<file path="src/hdl/cia_pkg.sv">
// Package for the checked 64-bit integer ALU: op and status codes, lane record.
// No dependencies; used by cia_cell and checked_int64_alu.
`default_nettype none
package cia_pkg;
    localparam int XLEN   = 64;
    localparam int NCELLS = XLEN;
    localparam logic [XLEN-1:0] SIGN_BIT = {1'b1, {(XLEN-1){1'b0}}};

    typedef enum logic [2:0] {
        OP_ADD = 3'd0,
        OP_SUB = 3'd1,
        OP_MUL = 3'd2,
        OP_DIV = 3'd3,
        OP_MOD = 3'd4,
        OP_NEG = 3'd5
    } t_op;

    typedef enum logic [2:0] {
        ST_OK    = 3'd0,
        ST_OVF   = 3'd1,
        ST_DIV0  = 3'd2,
        ST_MOD0  = 3'd3,
        ST_UNSUP = 3'd4
    } t_status;

    // One request in flight. For multiply, hi:lo is the partial product with the
    // multiplier shifting out of lo; for divide, hi is the partial remainder and
    // lo the dividend / quotient. For the other ops lo carries the final result.
    typedef struct packed {
        logic            valid;
        logic [2:0]      op;
        logic            sgn;
        logic            neg_res;
        logic [2:0]      status;
        logic [XLEN-1:0] ma;
        logic [XLEN-1:0] mb;
        logic [XLEN-1:0] hi;
        logic [XLEN-1:0] lo;
    } t_lane;
endpackage
`default_nettype wire

</file>
<file path="src/hdl/cia_cell.sv">
// One step cell of the ALU chain: one multiply bit or one divide bit per request.
// Depends on cia_pkg.
`default_nettype none
module cia_cell
    import cia_pkg::*;
(
    input  wire logic  i_clk,
    input  wire logic  i_rst_n,
    input  wire t_lane i_lane,
    output t_lane      o_lane
);
    t_lane           r_lane;
    t_lane           n_lane;
    logic [XLEN:0]   mul_sum;
    logic [XLEN:0]   div_shift;
    logic [XLEN:0]   div_diff;

    always_comb begin
        n_lane    = i_lane;
        mul_sum   = {1'b0, i_lane.hi} + (i_lane.lo[0] ? {1'b0, i_lane.ma} : '0);
        div_shift = {i_lane.hi, i_lane.lo[XLEN-1]};
        div_diff  = div_shift - {1'b0, i_lane.mb};
        if (i_lane.status == ST_OK) begin
            case (i_lane.op)
                OP_MUL: begin
                    n_lane.hi = mul_sum[XLEN:1];
                    n_lane.lo = {mul_sum[0], i_lane.lo[XLEN-1:1]};
                end
                OP_DIV, OP_MOD: begin
                    // restoring step: keep the difference when it did not borrow
                    if (!div_diff[XLEN]) begin
                        n_lane.hi = div_diff[XLEN-1:0];
                    end else begin
                        n_lane.hi = div_shift[XLEN-1:0];
                    end
                    n_lane.lo = {i_lane.lo[XLEN-2:0], ~div_diff[XLEN]};
                end
                default: begin
                    n_lane = i_lane;
                end
            endcase
        end
    end

    always_ff @(posedge i_clk) begin
        if (!i_rst_n) begin
            r_lane.valid <= 1'b0;
        end else begin
            r_lane.valid <= n_lane.valid;
        end
        r_lane.op      <= n_lane.op;
        r_lane.sgn     <= n_lane.sgn;
        r_lane.neg_res <= n_lane.neg_res;
        r_lane.status  <= n_lane.status;
        r_lane.ma      <= n_lane.ma;
        r_lane.mb      <= n_lane.mb;
        r_lane.hi      <= n_lane.hi;
        r_lane.lo      <= n_lane.lo;
    end

    assign o_lane = r_lane;
endmodule
`default_nettype wire
</file>
<file path="config.mk">
export PLATFORM = sky130hd
export DESIGN_NAME = cia_cell
export DESIGN_NICKNAME = d
export VERILOG_FILES = /design/src/hdl/cia_pkg.sv /design/src/hdl/cia_cell.sv
export SDC_FILE = /design/constraint.sdc
export NUM_CORES = 1
export LEC_CHECK = 0
export ABC_AREA = 0
export BUFFER_PORTS_ARGS = -buffer_cell sky130_fd_sc_hd__buf_2
export CAP_MARGIN = 20
export CORE_AREA = 2 2 209 211
export DETAILED_ROUTE_END_ITERATION = 8
export DIE_AREA = 0 0 211 213
export GPL_TIMING_DRIVEN = 0
export MAX_ROUTING_LAYER = met4
export PLACE_DENSITY = 0.75
export SLEW_MARGIN = 15
export SYNTH_ARGS = -nofsm -noshare
export SYNTH_HDL_FRONTEND = slang
export SYNTH_SLANG_ARGS = --single-unit
export TNS_END_PERCENT = 50
</file>
<file path="constraint.sdc">
create_clock -name i_clk -period 3 [get_ports i_clk]
set_input_delay 0 -clock i_clk [delete_from_list [all_inputs] [get_ports i_clk]]
set_output_delay 0 -clock i_clk [all_outputs]
set_load 0.005 [all_outputs]
</file>
Word-level counts from Yosys, hierarchy flattened
Index checks and enable logic that the tools add are counted.

Register bits after elaboration: 265. Input port bits: 267. Word-level logic and storage cells: 21.

$add $sub $neg: 2. Equality and inequality tests: 3. Muxes and demuxes: 4. Bitwise logic cells: 1. Reduce and logical (&&, ||, !) cells: 2.

Operators by type and width (number): $pmux W128 S2 (1); $mux W128 (1); $mux W64 (2); $add A64 B64 Y65 (1); $sub A65 B64 Y65 (1); $eq A3 B2 Y1 const B (2); $eq A3 B3 Y1 const B (1); $logic_not A3 Y1 (1); $reduce_or A2 Y1 (1); $not A1 Y1 (1).

Longest topological paths before layout
Word-level depth: 4. Mapped depth: 15. Mapped depth without buffers: 14.

Worst setup path before layout
OpenSTA, ideal clock, no wires.

Path type: input -> register. Start point: input i_lane[0] (netlist bit). End point: register r_lane, in the netlist o_lane[127]. Data arrival time: 2.877 ns. Required time: 2.865 ns. Path slack: -0.012 ns. Cell stages on the path: 15. Path buffers: 3. Path through: clkbuf_1 -> clkbuf_1 -> and2_1 -> ha_1 -> buf_4 -> a21oi_2 -> nand2_1 -> o41a_1 -> a31oi_1 -> o21bai_1 -> a221o_1 -> a21oi_2 -> o21bai_1 -> a2111oi_0 -> o211ai_1.

RTL lines: from (decl) (RTL line cia_cell.sv:9) `input wire t_lane i_lane,`; to (decl) (RTL line cia_cell.sv:12) `t_lane r_lane;`.

==> metrics.md <==
| Metric | Value |
|---|---|
| Status | `complete, no violations` |
| Time the worst path needs with I/O delays and setup | `2970 ps` |
| Switching share of power | `32.9%` |
| Vertical die dimension | `213 µm` |
| Maximum number of buffers from clock root to sink | `3` |
| Wire length of the first global-routing pass | `114,000 µm` |
| Commonest register cell after synthesis | `sky130_fd_sc_hd__dfxtp_1` |
| CP startpoint kind | `primary input` |
| Pin count of the biggest net entering global routing | `16` |
| Mean cell area of the mapped netlist | `8.16 µm²` |
| Static leakage power | `11.4 nW` |
| Part of the Yosys area used for sequential elements | `32.0%` |
| Worst Path Class, Setup | `primary input to register` |
| Async set-or-reset flop fraction in the synthesized netlist | `0%` |
| Count of flip-flops with a built-in enable after synthesis | `0` |
| Rows | `76` |
| Layout cells sized above 1 | `24.6%` |
| Number of instances in the synthesized netlist | `2,032` |
| Peak supply drop | `0.000510 V` |
| Required time worst endpoint | `3420 ps` |
| Origin of the worst min-delay path | `i_lane[96]` |
| P_sw | `3.69 mW` |
| Number of detailed-routing iterations run before antenna repair | `9` |
| Power share of the clock group | `34.7%` |
| CP Max Fanout | `10` |
| Detailed-route via count | `20,000` |
| Synthesized Nets | `2,429` |
| Total Wirelength | `78,500 µm` |
| Count of maximum capacitance violations | `0` |
| Min-Delay Path Depth | `3` |
| Worst stage delay on the critical path | `540 ps` |
| Initial core utilization | `38.9%` |
| Clock tree from TritonCTS | `yes` |
| Area of the die | `44,900 µm²` |
| Routability congestion estimate | `0.973` |
| Warnings, synthesis | `0` |
| GRT Residual Overflow | `0` |
| Internal power summed over all cells | `7.51 mW` |
| Number of nets with antenna violations after routing | `0` |
| Peak Freq | `337 MHz` |
| Detailed-route DRC error count | `0` |
| Most common cell after layout, fill and taps aside | `sky130_fd_sc_hd__buf_2` |
| Max stage delay cell, worst path | `sky130_fd_sc_hd__dlygate4sd3_1` |
| Overall track demand over capacity in global routing | `33.8%` |
| Wire per inst | `22.5 µm` |
| CP Data Arrival Time | `3390 ps` |
| Cell area power density | `455 nW/µm²` |
| Die outline width | `211 µm` |
| Max FFs per register | `265` |
| Unrepaired setup endpoints after global routing | `true` |
| Final instance area | `24,600 µm²` |
| Total number of clock tree sinks | `265` |
| Antenna violations before repair | `10` |
| Count of boundary I/O pins | `532` |
| Depth of the CTS H-tree | `1` |
| Slew @ Worst Pin | `1020 ps` |
| Hold worst-path end | `o_lane[97]$_DFF_P_` |
| Crit-path most repeated cell | `sky130_fd_sc_hd__nor2_4` |
| Clock tree root buffer cell | `sky130_fd_sc_hd__clkbuf_16` |
| Number of max-slew violations in the final report | `0` |
| Unique cell type count in the Yosys netlist | `86` |
| Final-layout setup total negative slack | `0 ps` |
| Most used cells in the layout excluding fill and tap cells | `sky130_fd_sc_hd__buf_2 (544), sky130_fd_sc_hd__dlygate4sd3_1 (309), sky130_fd_sc_hd__dfxtp_1 (265)` |
| Setup-violating endpoint count in the final report | `0` |
| Post-DP Area | `19,900 µm²` |
| Critical Path, Cell by Cell | `dlygate4sd3_1 -> buf_2 -> ha_1 -> a21oi_1 -> o21a_1 -> and3b_1 -> a22o_1 -> a21oi_2 -> a221o_1 -> nor2_4 -> nor2_4 -> buf_4 -> a222oi_1 -> o21ai_1` |
| Count of routing violations after the opening detailed-route iteration | `2,296` |
| Seq cells post-synth | `265` |
| Area overhead of the layout relative to synthesis | `48.5%` |
| Number of global-route vias before repair | `19,700` |
| Core box area | `42,700 µm²` |
| Final design utilization | `57.7%` |
| Type of the tightest min-delay check | `primary input to register` |
| Mapped cell area | `16,600 µm²` |
| Share of power burned in combinational logic | `31.3%` |
| Final layout net count | `3,307` |
| Post-route fraction of the period consumed by the critical path | `99.0%` |
| Headroom to the max-slew limit | `31.9%` |
| Number of buffers inserted during clock tree synthesis | `28` |
| Buffers on Ports | `530` |
| Reg clk slew, reported paths | `60 ps` |
| Sort of element at the end of the critical path | `register` |
| Via-to-Cell Ratio | `5.74` |
| Filler Cells Inserted | `3,715` |
| Final HPWL DP | `56,800 µm` |
| Number of hold-slack violations in the final timing report | `0` |
| Sequential group share of total power | `34.0%` |
worst max path at each step:
| stage | from | endpoint | slack (ps) |
|---|---|---|---|
| 3_3_place_gp | i_lane[0] | o_lane[125]$_DFF_P_ | -1300 |
| 2_1_floorplan | i_lane[0] | o_lane[127]$_DFF_P_ | 30 |
| 4_1_cts | i_lane[0] | o_lane[127]$_DFF_P_ | -50 |
| 6_report | i_lane[124] | o_lane[107]$_DFF_P_ | 30 |
| 5_1_grt | i_lane[0] | o_lane[121]$_DFF_P_ | -20 |
| 3_5_place_dp | i_lane[0] | o_lane[125]$_DFF_P_ | -1350 |
area by class of cell:
cell class | count | area [µm²] | share of cell area (%)
antenna | 8 | 20.0 | 0.0813
buffer | 107 | 507 | 2.06
clock buffer | 33 | 771 | 3.13
clock inverter | 19 | 255 | 1.04
inverter | 100 | 378 | 1.53
multi-input combinational | 1554 | 10800 | 43.9
sequential | 265 | 5310 | 21.5
tap | 546 | 683 | 2.77
timing repair buffer | 854 | 5900 | 24.0
power groups by stage:
stage          logic (mW)  clock network [mW]  registers, mW
3_3_place_gp         2.90                   0           3.87
6_report             3.51                3.88           3.81
5_1_grt              3.76                4.06           3.82
2_1_floorplan        1.77                   0           3.91
3_5_place_dp         2.92                   0           3.88
4_1_cts              3.29                3.88           3.80
routing by layer:
layer	global-route usage [%]	vias up	share of wire, %
met2	55.4	1153	47
met3	5.29	235	8.1
met1	41.0	9443	40
met4	15.7	0	4.8
met5	-	-	0
li1	-	9178	-
critical path, delay by kind of cell:
family / cells / cell delay [ps]
AO/OA/AOI/OAI: 7 / 1620
adder cells (fa/ha/maj): 1 / 370
buffers and inverters: 3 / 940
AND/OR/NAND/NOR: 3 / 440
stage by stage:
stage                     cells  setup WS [ps]  hold WS (ps)  power (mW)
after floorplan            2032           32.4          27.7        5.68
after global placement     3108          -1300           104        6.77
after detailed placement   3108          -1350           108        6.79
after CTS                  3470          -53.9          10.5        11.0
after global routing       3486          -16.1          51.1        11.6
final                      3486           28.7          24.2        11.2
timing repair:
action	4_1_cts	5_1_grt
setup endpoints to repair	36	97
gates cloned	1	0
resized for setup	21	87
buffers inserted	2	11
endpoints found under the hold margin	265	2
pin swaps	3	22
hold buffers	308	2
cell families (layout without fill, tap and decap cells):
group	after synthesis	after routing	synth area share [%]
AO/OA/AOI/OAI	725	725	28.5
XOR/XNOR	113	113	5.97
adder cells (fa/ha/maj)	130	130	9.89
buffers and inverters	213	1113	5.16
flip-flops	265	265	32.0
multiplexers	41	41	2.47
other	0	8	0
AND/OR/NAND/NOR	545	545	16.0
synthesized netlist by cell type (9+ instances only):
cell type,number,area share [%]
sky130_fd_sc_hd__a211oi_1,15,0.68
sky130_fd_sc_hd__a21o_1,47,2.1
sky130_fd_sc_hd__a21oi_1,173,5.2
sky130_fd_sc_hd__a222oi_1,13,0.78
sky130_fd_sc_hd__a22oi_1,99,4.5
sky130_fd_sc_hd__a31oi_1,23,0.87
sky130_fd_sc_hd__and2_1,71,2.7
sky130_fd_sc_hd__and3_1,13,0.49
sky130_fd_sc_hd__buf_2,18,0.54
sky130_fd_sc_hd__clkbuf_1,79,1.8
sky130_fd_sc_hd__dfxtp_1,265,32
sky130_fd_sc_hd__ha_1,128,9.7
sky130_fd_sc_hd__inv_1,100,2.3
sky130_fd_sc_hd__mux2i_1,41,2.5
sky130_fd_sc_hd__nand2_1,219,5.0
sky130_fd_sc_hd__nand2b_1,14,0.53
sky130_fd_sc_hd__nand3_1,22,0.66
sky130_fd_sc_hd__nand4_1,34,1.3
sky130_fd_sc_hd__nor2_1,79,1.8
sky130_fd_sc_hd__nor2b_1,9,0.34
sky130_fd_sc_hd__nor3_1,37,1.1
sky130_fd_sc_hd__o211ai_1,21,0.95
sky130_fd_sc_hd__o21a_1,20,0.90
sky130_fd_sc_hd__o21ai_0,161,4.9
sky130_fd_sc_hd__o21ai_1,31,0.94
sky130_fd_sc_hd__o21bai_1,25,1.1
sky130_fd_sc_hd__o221ai_1,16,0.84
sky130_fd_sc_hd__or3_1,9,0.34
sky130_fd_sc_hd__xnor2_1,68,3.6
sky130_fd_sc_hd__xor2_1,45,2.4
No activity file was read; power rests on OpenSTA's default activity.
